$ cat src/hdl/acee_pkg.sv
package acee_pkg;

  localparam logic [7:0] CH_ESC  = 8'h1B;
  localparam logic [7:0] CH_LBRK = 8'h5B;
  localparam logic [7:0] CH_SEMI = 8'h3B;
  localparam logic [7:0] CH_H    = 8'h48;
  localparam logic [7:0] CH_M    = 8'h6D;
  localparam logic [7:0] CH_ZERO = 8'h30;

  localparam int unsigned N_ATTR   = 5;
  localparam int unsigned MAX_BEAT = 47;

  localparam logic [1:0] DP_HUND = 2'd0;
  localparam logic [1:0] DP_TENS = 2'd1;
  localparam logic [1:0] DP_ONES = 2'd2;

  // Attribute order on the wire: hidden, inverse, blink, underline, bold.
  localparam logic [3:0] ATTR_CODE [N_ATTR] = '{4'd8, 4'd7, 4'd5, 4'd4, 4'd1};

  typedef struct packed {
    logic [1:0] hund;
    logic [6:0] rem;
  } part_t;

  typedef struct packed {
    logic [3:0] d2;
    logic [3:0] d1;
    logic [3:0] d0;
    logic [1:0] start;
  } dec_t;

  typedef struct packed {
    part_t             row;
    part_t             col;
    part_t             bg;
    part_t             fg;
    logic [N_ATTR-1:0] attr;
    logic [7:0]        glyph;
  } half_t;

  typedef struct packed {
    dec_t              row;
    dec_t              col;
    dec_t              bg;
    dec_t              fg;
    logic [N_ATTR-1:0] attr;
    logic [7:0]        glyph;
  } cell_t;

  function automatic part_t split_hund(input logic [8:0] v);
    part_t p;
    if (v >= 9'd200) begin
      p.hund = 2'd2;
      p.rem  = 7'(v - 9'd200);
    end else if (v >= 9'd100) begin
      p.hund = 2'd1;
      p.rem  = 7'(v - 9'd100);
    end else begin
      p.hund = 2'd0;
      p.rem  = v[6:0];
    end
    return p;
  endfunction

  // Tens by reciprocal multiplication, exact for remainders below 100.
  function automatic dec_t split_tens(input part_t p);
    logic [14:0] prod;
    logic [3:0]  tens;
    logic [6:0]  tx10;
    dec_t        d;
    prod  = {8'd0, p.rem} * 15'd205;
    tens  = prod[14:11];
    tx10  = {tens, 3'b000} + {2'b00, tens, 1'b0};
    d.d2  = {2'b00, p.hund};
    d.d1  = tens;
    d.d0  = 4'(p.rem - tx10);
    if (p.hund != 2'd0) begin
      d.start = DP_HUND;
    end else if (tens != 4'd0) begin
      d.start = DP_TENS;
    end else begin
      d.start = DP_ONES;
    end
    return d;
  endfunction

  function automatic logic [7:0] dec_char(input dec_t d, input logic [1:0] sel);
    logic [3:0] dig;
    case (sel)
      DP_HUND: dig = d.d2;
      DP_TENS: dig = d.d1;
      default: dig = d.d0;
    endcase
    return CH_ZERO | {4'd0, dig};
  endfunction

  function automatic logic [7:0] attr_char(input logic [N_ATTR-1:0] onehot);
    logic [3:0] code;
    code = 4'd0;
    for (int i = 0; i < N_ATTR; i++) begin
      if (onehot[i]) begin
        code = code | ATTR_CODE[i];
      end
    end
    return CH_ZERO | {4'd0, code};
  endfunction

endpackage

$ cat src/hdl/acee_split.sv
module acee_split (
  input  logic                  clk,
  input  logic                  rst_n,
  input  logic                  up_valid,
  output logic                  up_stall,
  input  logic [7:0]            up_row,
  input  logic [7:0]            up_column,
  input  logic [7:0]            up_back_colour,
  input  logic [7:0]            up_fore_colour,
  input  logic [acee_pkg::N_ATTR-1:0] up_attr,
  input  logic [7:0]            up_glyph,
  output logic                  dn_valid,
  input  logic                  dn_stall,
  output acee_pkg::cell_t       dn_cell
);

  logic              s1_valid_r;
  acee_pkg::half_t   s1_r;
  acee_pkg::half_t   s1_nxt;
  logic              s2_valid_r;
  acee_pkg::cell_t   s2_r;
  acee_pkg::cell_t   s2_nxt;
  logic              s1_take;
  logic              s2_take;

  assign s2_take  = !s2_valid_r || !dn_stall;
  assign s1_take  = !s1_valid_r || s2_take;
  assign up_stall = !s1_take;

  always_comb begin
    s1_nxt.row   = acee_pkg::split_hund({1'b0, up_row} + 9'd1);
    s1_nxt.col   = acee_pkg::split_hund({1'b0, up_column} + 9'd1);
    s1_nxt.bg    = acee_pkg::split_hund({1'b0, up_back_colour});
    s1_nxt.fg    = acee_pkg::split_hund({1'b0, up_fore_colour});
    s1_nxt.attr  = up_attr;
    s1_nxt.glyph = up_glyph;
  end

  always_comb begin
    s2_nxt.row   = acee_pkg::split_tens(s1_r.row);
    s2_nxt.col   = acee_pkg::split_tens(s1_r.col);
    s2_nxt.bg    = acee_pkg::split_tens(s1_r.bg);
    s2_nxt.fg    = acee_pkg::split_tens(s1_r.fg);
    s2_nxt.attr  = s1_r.attr;
    s2_nxt.glyph = s1_r.glyph;
  end

  always_ff @(posedge clk) begin
    if (!rst_n) begin
      s1_valid_r <= 1'b0;
      s2_valid_r <= 1'b0;
    end else begin
      if (s1_take) begin
        s1_valid_r <= up_valid;
        s1_r       <= s1_nxt;
      end
      if (s2_take) begin
        s2_valid_r <= s1_valid_r;
        s2_r       <= s2_nxt;
      end
    end
  end

  assign dn_valid = s2_valid_r;
  assign dn_cell  = s2_r;

endmodule

$ cat src/hdl/acee_seq.sv
module acee_seq (
  input  logic            clk,
  input  logic            rst_n,
  input  logic            cell_valid,
  output logic            cell_stall,
  input  acee_pkg::cell_t cell_in,
  output logic            out_valid,
  input  logic            out_stall,
  output logic [7:0]      out_byte,
  output logic            out_last
);

  typedef enum logic [4:0] {
    ST_POS_ESC, ST_POS_BRK, ST_ROW, ST_SEMI, ST_COL, ST_POS_H,
    ST_RST_ESC, ST_RST_BRK, ST_RST_0, ST_RST_M,
    ST_BG_ESC, ST_BG_BRK, ST_BG, ST_BG_M,
    ST_FG_ESC, ST_FG_BRK, ST_FG, ST_FG_M,
    ST_ATT_ESC, ST_ATT_BRK, ST_ATT_DIG, ST_ATT_M,
    ST_GLYPH
  } state_t;

  state_t                      state_r;
  state_t                      state_nxt;
  logic                        busy_r;
  acee_pkg::cell_t             cell_r;
  logic [1:0]                  dp_r;
  logic [1:0]                  dp_nxt;
  logic [acee_pkg::N_ATTR-1:0] pend_r;
  logic [acee_pkg::N_ATTR-1:0] pend_nxt;
  logic [acee_pkg::N_ATTR-1:0] first;
  logic                        out_valid_r;
  logic [7:0]                  out_byte_r;
  logic                        out_last_r;
  logic [7:0]                  byte_cur;
  logic                        last_cur;
  logic                        out_free;
  logic                        take;

  assign out_free   = !out_valid_r || !out_stall;
  assign take       = !busy_r || (out_free && (state_r == ST_GLYPH));
  assign cell_stall = !take;
  assign first      = pend_r & (~pend_r + 1'b1);

  always_comb begin
    byte_cur  = acee_pkg::CH_ESC;
    last_cur  = 1'b0;
    state_nxt = state_r;
    dp_nxt    = dp_r;
    pend_nxt  = pend_r;
    unique case (state_r)
      ST_POS_ESC: state_nxt = ST_POS_BRK;
      ST_POS_BRK: begin
        byte_cur  = acee_pkg::CH_LBRK;
        state_nxt = ST_ROW;
        dp_nxt    = cell_r.row.start;
      end
      ST_ROW: begin
        byte_cur = acee_pkg::dec_char(cell_r.row, dp_r);
        if (dp_r == acee_pkg::DP_ONES) begin
          state_nxt = ST_SEMI;
        end else begin
          dp_nxt = dp_r + 2'd1;
        end
      end
      ST_SEMI: begin
        byte_cur  = acee_pkg::CH_SEMI;
        state_nxt = ST_COL;
        dp_nxt    = cell_r.col.start;
      end
      ST_COL: begin
        byte_cur = acee_pkg::dec_char(cell_r.col, dp_r);
        if (dp_r == acee_pkg::DP_ONES) begin
          state_nxt = ST_POS_H;
        end else begin
          dp_nxt = dp_r + 2'd1;
        end
      end
      ST_POS_H: begin
        byte_cur  = acee_pkg::CH_H;
        state_nxt = ST_RST_ESC;
      end
      ST_RST_ESC: state_nxt = ST_RST_BRK;
      ST_RST_BRK: begin
        byte_cur  = acee_pkg::CH_LBRK;
        state_nxt = ST_RST_0;
      end
      ST_RST_0: begin
        byte_cur  = acee_pkg::CH_ZERO;
        state_nxt = ST_RST_M;
      end
      ST_RST_M: begin
        byte_cur  = acee_pkg::CH_M;
        state_nxt = ST_BG_ESC;
      end
      ST_BG_ESC: state_nxt = ST_BG_BRK;
      ST_BG_BRK: begin
        byte_cur  = acee_pkg::CH_LBRK;
        state_nxt = ST_BG;
        dp_nxt    = cell_r.bg.start;
      end
      ST_BG: begin
        byte_cur = acee_pkg::dec_char(cell_r.bg, dp_r);
        if (dp_r == acee_pkg::DP_ONES) begin
          state_nxt = ST_BG_M;
        end else begin
          dp_nxt = dp_r + 2'd1;
        end
      end
      ST_BG_M: begin
        byte_cur  = acee_pkg::CH_M;
        state_nxt = ST_FG_ESC;
      end
      ST_FG_ESC: state_nxt = ST_FG_BRK;
      ST_FG_BRK: begin
        byte_cur  = acee_pkg::CH_LBRK;
        state_nxt = ST_FG;
        dp_nxt    = cell_r.fg.start;
      end
      ST_FG: begin
        byte_cur = acee_pkg::dec_char(cell_r.fg, dp_r);
        if (dp_r == acee_pkg::DP_ONES) begin
          state_nxt = ST_FG_M;
        end else begin
          dp_nxt = dp_r + 2'd1;
        end
      end
      ST_FG_M: begin
        byte_cur  = acee_pkg::CH_M;
        state_nxt = (pend_r != '0) ? ST_ATT_ESC : ST_GLYPH;
      end
      ST_ATT_ESC: state_nxt = ST_ATT_BRK;
      ST_ATT_BRK: begin
        byte_cur  = acee_pkg::CH_LBRK;
        state_nxt = ST_ATT_DIG;
      end
      ST_ATT_DIG: begin
        byte_cur  = acee_pkg::attr_char(first);
        state_nxt = ST_ATT_M;
      end
      ST_ATT_M: begin
        byte_cur  = acee_pkg::CH_M;
        pend_nxt  = pend_r & ~first;
        state_nxt = ((pend_r & ~first) != '0) ? ST_ATT_ESC : ST_GLYPH;
      end
      ST_GLYPH: begin
        byte_cur  = cell_r.glyph;
        last_cur  = 1'b1;
        state_nxt = ST_POS_ESC;
      end
      default: state_nxt = ST_POS_ESC;
    endcase
  end

  always_ff @(posedge clk) begin
    if (!rst_n) begin
      state_r     <= ST_POS_ESC;
      busy_r      <= 1'b0;
      out_valid_r <= 1'b0;
    end else begin
      if (out_free) begin
        out_valid_r <= busy_r;
      end
      if (busy_r && out_free) begin
        out_byte_r <= byte_cur;
        out_last_r <= last_cur;
      end
      if (take) begin
        busy_r  <= cell_valid;
        cell_r  <= cell_in;
        pend_r  <= cell_in.attr;
        state_r <= ST_POS_ESC;
      end else if (busy_r && out_free) begin
        state_r <= state_nxt;
        dp_r    <= dp_nxt;
        pend_r  <= pend_nxt;
      end
    end
  end

  assign out_valid = out_valid_r;
  assign out_byte  = out_byte_r;
  assign out_last  = out_last_r;

endmodule

$ cat src/hdl/ansi_cell_escape_encoder_core.sv
// Turns one text cell into its terminal byte stream: cursor placement, attribute reset,
// background and foreground colour, the requested attributes and then the character,
// which is the only beat with out_last set. The byte serializer writes one byte per cycle
// while out_stall is low; a cell is 19 to 47 bytes depending on its number of digits and
// attribute flags (19 plus one per extra digit plus four per attribute set). An input beat
// is held in split stages s1 and s2 and then in the sequencer's cell register. The next cell
// is taken as the current cell's character byte goes out, so cells follow without a gap.
module ansi_cell_escape_encoder_core (
  input  logic       clk,
  input  logic       rst_n,
  input  logic       in_valid,
  output logic       in_stall,
  input  logic [7:0] in_row,
  input  logic [7:0] in_column,
  input  logic [7:0] in_back_colour,
  input  logic [7:0] in_fore_colour,
  input  logic       in_hidden,
  input  logic       in_inverse,
  input  logic       in_blink,
  input  logic       in_underline,
  input  logic       in_bold,
  input  logic [7:0] in_glyph,
  output logic       out_valid,
  input  logic       out_stall,
  output logic [7:0] out_byte,
  output logic       out_last
);

  logic            cell_valid;
  logic            cell_stall;
  acee_pkg::cell_t dec_cell;

  acee_split u_split (
    .clk            (clk),
    .rst_n          (rst_n),
    .up_valid       (in_valid),
    .up_stall       (in_stall),
    .up_row         (in_row),
    .up_column      (in_column),
    .up_back_colour (in_back_colour),
    .up_fore_colour (in_fore_colour),
    .up_attr        ({in_bold, in_underline, in_blink, in_inverse, in_hidden}),
    .up_glyph       (in_glyph),
    .dn_valid       (cell_valid),
    .dn_stall       (cell_stall),
    .dn_cell        (dec_cell)
  );

  acee_seq u_seq (
    .clk        (clk),
    .rst_n      (rst_n),
    .cell_valid (cell_valid),
    .cell_stall (cell_stall),
    .cell_in    (dec_cell),
    .out_valid  (out_valid),
    .out_stall  (out_stall),
    .out_byte   (out_byte),
    .out_last   (out_last)
  );

endmodule

$ cat config.mk
export PLATFORM = sky130hd
export DESIGN_NAME = ansi_cell_escape_encoder_core
export DESIGN_NICKNAME = d
export VERILOG_FILES = /design/src/hdl/acee_pkg.sv /design/src/hdl/acee_split.sv /design/src/hdl/acee_seq.sv /design/src/hdl/ansi_cell_escape_encoder_core.sv
export SDC_FILE = /design/constraint.sdc
export NUM_CORES = 1
export LEC_CHECK = 0
export BUFFER_PORTS_ARGS = -buffer_cell sky130_fd_sc_hd__buf_2
export CORE_MARGIN = 3
export CORE_UTILIZATION = 25
export CTS_BUF_LIST = sky130_fd_sc_hd__clkbuf_8
export DETAILED_ROUTE_END_ITERATION = 8
export PLACE_DENSITY_LB_ADDON = 0.15
export SETUP_SLACK_MARGIN = 0.05
export SLEW_MARGIN = 15
export SYNTH_ARGS = -nofsm -noshare
export SYNTH_HDL_FRONTEND = slang
export SYNTH_HIERARCHICAL = 1
export SYNTH_SLANG_ARGS = --single-unit
$ cat constraint.sdc
create_clock -name clk -period 9.05 [get_ports clk]
set_input_delay 1.81 -clock clk [delete_from_list [all_inputs] [get_ports clk]]
set_output_delay 1.81 -clock clk [all_outputs]
set_load 0.1 [all_outputs]
== After elaboration in Yosys (flattened, before gate mapping) ==
Cells that the tools add are included.

* Add/subtract/negate cells: 20
* Multiply operators: 4
* Div/mod/pow operators: 0
* $lt $le $gt $ge: 8
* Equal/unequal tests: 29
* Shift-type cells: 0
* Muxes and demuxes: 35
* Bitwise logic cells: 6
* Reductions and logical operators: 38

{| class="wikitable"
|+ Operators by type and width
! cell !! number
|-
| one-hot mux 5 bit (22 select lines) || 1
|-
| one-hot mux 8 bit (11 select lines) || 1
|-
| multiplier 7 x 8 -> 15 bit, second input constant || 4
|-
| subtractor 7 bit, second input constant || 8
|-
| equality test 5 x 4 -> 1 bit, second input constant || 8
|-
| equality test 5 bit, second input constant || 7
|-
| 2-to-1 mux 5 bit || 7
|-
| 2-to-1 mux 8 bit || 4
|-
| one-hot mux 4 bit (2 select lines) || 4
|-
| 2-to-1 mux 7 bit || 4
|-
| equality test 5 x 3 -> 1 bit, second input constant || 4
|-
| adder 8 x 1 -> 9 bit, second input constant || 2
|-
| >= comparator 9 x 7 -> 1 bit, second input constant || 2
|-
| >= comparator 9 x 8 -> 1 bit, second input constant || 2
|-
| adder 4 bit || 4
|-
| >= comparator 8 x 7 -> 1 bit, second input constant || 2
|-
| >= comparator 8 bit, second input constant || 2
|-
| nonzero test 4 bit || 4
|-
| subtractor 4 bit || 4
|-
| 2-to-1 mux 3 bit || 5
|-
| nonzero test 5 bit || 3
|-
| nonzero test 2 bit || 6
|-
| AND 5 bit || 2
|-
| equality test 5 x 2 -> 1 bit, second input constant || 2
|-
| 24 further kinds || 48
|}

* Flip-flop bits (word level): 191
* Latch bits: 0
* Bits in writable memories: 0
* ROM bits: 0
* Input bits: 49
* Output and inout bits: 11
* Word-level logic and storage cells: 194
* Memories kept: 0

== Logic depth before layout (Yosys ltp) ==
* Depth in word-level cells: 9
* Depth in mapped cells: 18
* Gate-level depth less buffers: 18

== By module ==
Netlist, hierarchy kept.

{| class="wikitable"
|+ By module, submodules not included
! module !! times used !! cells each !! area an instance (um^2) !! seq. area each (um^2)
|-
| acee_split || 1 || 735 || 8,645.8 || 3,343.2
|-
| acee_seq || 1 || 305 || 3,868.7 || 2,542.4
|}

== Worst setup path after synthesis ==
No wires, ideal clock.

* Path kind: input to register
* Start point: input out_stall
* End point: register u_split.s2_r (netlist bit u_split/dn_cell[0]), enable pin
* Library setup time: 574 ps
* Data arrival time: 6,819 ps
* Required time: 8,476 ps
* Setup slack: 1,657 ps
* Stages: 4
* Path buffers: 0
* Cells stage by stage: and2_1 o21ai_2 inv_2 a21boi_0

* Cells in the longest elaborated chain, start to end: 6

{| class="wikitable"
|+ RTL lines
! element !! line !! text
|-
| start, declared || ansi_cell_escape_encoder_core.sv:24 || <nowiki>input logic out_stall,</nowiki>
|-
| logical NOT 1 bit || acee_seq.sv:39 || <nowiki>assign out_free = !out_valid_r || !out_stall;</nowiki>
|-
| logical OR 1 bit || acee_seq.sv:39 ||
|-
| logical AND 1 bit || acee_seq.sv:40 || <nowiki>assign take = !busy_r || (out_free && (state_r == ST_GLYPH));</nowiki>
|-
| logical OR 1 bit || acee_seq.sv:40 ||
|-
| logical OR 1 bit || acee_split.sv:26 || <nowiki>assign s2_take = !s2_valid_r || !dn_stall;</nowiki>
|-
| AND reduction 2 bit (no source line) || n/a ||
|-
| end signal, assigned || acee_split.sv:59 || <nowiki>s2_r <= s2_nxt;</nowiki>
|-
| end, declared || acee_split.sv:21 || <nowiki>acee_pkg::cell_t s2_r;</nowiki>
|}

Every way passes these cells.
A chain may end at the register's enable or synchronous reset.

== Worst setup path after layout ==
* Start point: input out_stall
* End point: output in_stall

* Cells in the longest elaborated chain, start to end: 7

{| class="wikitable"
|+ RTL lines
! element !! line !! text
|-
| logical NOT 1 bit || acee_seq.sv:39 ||
|-
| logical OR 1 bit || acee_seq.sv:39 ||
|-
| logical AND 1 bit || acee_seq.sv:40 ||
|-
| logical OR 1 bit || acee_seq.sv:40 ||
|-
| logical OR 1 bit || acee_split.sv:26 ||
|-
| logical OR 1 bit || acee_split.sv:27 || <nowiki>assign s1_take = !s1_valid_r || s2_take;</nowiki>
|-
| logical NOT 1 bit || acee_split.sv:28 || <nowiki>assign up_stall = !s1_take;</nowiki>
|-
| end, declared || ansi_cell_escape_encoder_core.sv:12 || <nowiki>output logic in_stall,</nowiki>
|}

Every way passes these cells.

==> impl_metrics.py <==
metrics = {
    "grt": {
        "gr-total-overflow": 0,
        "antenna_found_initial": 0,
        "grt_pass1_vias": 7909,
        "grt_pass1_wl_um": 41900,
        "grt_max_degree": 66,
        "grtUsageTotal": 0.0989,
    },
    "clocking": {
        "ctsHoldBuffers": 0,
        "ctsResizeCount": 0,
        "clk_pin_slew_ps": 100,
        "cts_setup_buffers": 0,
        "cts_buffers": 17,
        "clock_sinks": 199,
        "htreeDepth": 4,
        "cts_buffer_depth": 2,
        "insertion_delay_ps": 480,
        "root_buffer": "clkbuf_8",
        "cts_tree": "built",
    },
    "sta": {
        "setup_tns_ps": 0,
        "max_freq_ghz": 0.202,
        "slew_violations": 0,
        "hold_slack_ps": 414,
        "hold_viol_final": 0,
        "worst_clock_skew_ps": 18.9,
        "tightest_slew_ps": 884,
        "rsz0062_at_grt": "no",
        "min_period_over_period": 0.547,
        "setup_viol": 0,
        "period_needed_ps": 4950,
        "slew_headroom": 0.411,
    },
    "pwr": {
        "switchingPower_mw": 1.03,
        "p_leak_nw": 5.78,
        "combPwrFrac": 0.380,
        "power.internal_mw": 1.99,
        "peakVddDrop_uv": 98.3,
        "clkPwrFrac": 0.189,
        "fin_total_pwr_mw": 3.02,
        "swShare": 0.341,
        "powerDensity_nw_per_um2": 216,
        "p_seq_frac": 0.431,
    },
    "floorplanning": {
        "die_w_um": 230,
        "core_area_um2": 49200,
        "ios": 60,
        "rows": 81,
        "die_h_um": 230,
        "initial_core_util": 0.255,
        "die_area_um2": 52800,
    },
    "cells_and_area": {
        "layout-drive-gt1-share": 0.115,
        "antenna_cells": 0,
        "finalNonFillerCells": 1781,
        "finish.utilization": 0.284,
        "final_nets": 1363,
        "multi_input_area_um2": 6090,
        "regArea_um2": 5890,
        "syn_to_final_growth_pct": 11.6,
        "fillers": 5107,
    },
    "yosys": {
        "yosysMostFrequentCell": "edfxtp_1",
        "seq_area_frac_synth": 0.470,
        "synthAdderAreaFrac": 0.229,
        "synth_edf_count": 190,
        "yosysUniqueCellTypes": 76,
        "synthArstFlopShare": 0,
        "synth-simple-area-share": 0.0891,
        "netlist_top_cells_area": "edfxtp_1, ha_1, fa_1",
        "syn_inst": 1040,
        "synth-seq-cells": 199,
        "yosysTopAreaCell": "edfxtp_1",
        "synth_ff_type": "edfxtp_1",
        "synthXorXnorAreaFrac": 0.0420,
        "synthMuxAreaShare": 0.0101,
        "synth-compound-area-share": 0.112,
        "syn_area_um2": 12500,
        "synth_top_family_by_area": "adder cells",
        "synth_area_per_cell_um2": 12.0,
        "synth_top_area_frac": 0.456,
        "yosys_warnings": 6,
        "ys_top_cells_by_count": "edfxtp_1, ha_1, inv_1",
    },
    "worst_setup_path": {
        "crit_required_ps": 7240,
        "cp_max_fo": 9,
        "path_class": "in -> out",
        "worstSetupEndpointType": "output pin",
        "startpoint_type": "input port",
        "worstPathArrival_ps": 3140,
    },
    "placement": {
        "dp.cells": 1749,
        "gp_congestion": 0.736,
        "dp_hpwl_um": 18800,
        "portBuffers": 59,
    },
    "drt": {
        "wl_per_cell_um": 14.1,
        "drtIter0Drc": 324,
        "drc": 0,
        "routed_wirelength_um": 25100,
        "ant_nets": 0,
        "vias_per_cell": 4.29,
        "vias": 7644,
        "firstDrtPassIters": 4,
    },
    "run": {
        "drv_cap": 0,
    },
    "run_status": {
        "status": "finished, final reports clean",
    },
    "hold_path": {
        "hold_class": "reg -> reg",
    },
}
## per-stage QoR
step / setup WS [ps] / instance area [µm²]
after global placement: 4110 / 13600
after global routing: 4020 / 14000
after detailed placement: 4100 / 13600
after CTS: 4090 / 14000
after floorplan: 1660 / 12500
final: 4100 / 14000
## power groups by stage
| stage | Combinational (mW) | Sequential (mW) | Clock [mW] |
|---|---|---|---|
| finish | 1.15 | 1.30 | 0.571 |
| global route | 1.36 | 1.32 | 0.644 |
| CTS | 1.19 | 1.31 | 0.610 |
| detailed placement | 1.17 | 1.33 | 0 |
| global placement | 1.16 | 1.33 | 0 |
| floorplan | 0.907 | 1.30 | 0 |
## worst max-delay path, stage by stage
cell and delay, ps:
buf_2 110, and2_1 180, o21ai_2 320, inv_2 150, and3_1 260, buf_2 310
## cell usage in the layout, fill, tap and decap left out, types with 9 or more instances in the layout
master    count
buf_2        59
a21oi_1      52
a22oi_1      14
inv_1       110
clkbuf_8     17
nor3_1       10
edfxtp_1    190
nor2_1       44
o21a_1        9
fa_1         32
nand3_1      24
a21o_1       12
o21ai_0      19
nor2b_1      11
mux2i_1       9
dfxtp_1       9
a211oi_1     11
ha_1        178
nand2_1      68
xor2_1       15
xnor2_1      45
## path summary, 6_finish.rpt
| check | from | endpoint | slack, ps | cells past startpoint |
|---|---|---|---|---|
| setup reg to reg | u_split/s1_r[35] | u_split/dn_cell[46] | 4490 | 17 |
| hold / removal | u_split/dn_cell[21] | u_seq/cell_r[21] | 410 | 0 |
| hold reg to reg | u_split/dn_cell[21] | u_seq/cell_r[21] | 410 | 0 |
| setup / recovery | out_stall | in_stall | 4100 | 6 |
## cells by family after synthesis
logic type,Yosys count
DFF,199
AOI/OAI and AO/OA,200
xor gates and xnor gates,60
buffers and inverters,139
adders and majority gates,210
and+or+nand+nor,219
muxes,12
other,1
## flip-flops by register name, indices dropped and copies added, names as in the netlist
register            flops
u_seq/out_last          1
u_seq/pend_r            5
u_seq/dp_r              2
u_split/s1_r           49
u_split/dn_cell        61
u_seq/out_byte          8
u_split/s1_valid_r      1
u_seq/state_r           5
u_seq/busy_r            1
u_seq/cell_r           64
u_seq/out_valid         1
u_split/dn_valid        1
## layer usage
metal,GRT usage,wire length [µm],up-vias
li1,-,-,3908
met1,0.132,12400,3629
met2,0.164,11800,92
met3,0.0208,672,15
met4,0.0263,292,0
met5,0,0,-
## area by class of cell
class | instances | share of cell area
Tap cell | 664 | 0.0595
Timing Repair Buffer | 67 | 0.0254
Clock inverter | 15 | 0.0118
Multi-Input combinational cell | 709 | 0.436
Clock buffer | 17 | 0.0167
Sequential cell | 199 | 0.421
Inverter | 110 | 0.0296
No activity file was read; power rests on OpenSTA's default activity.
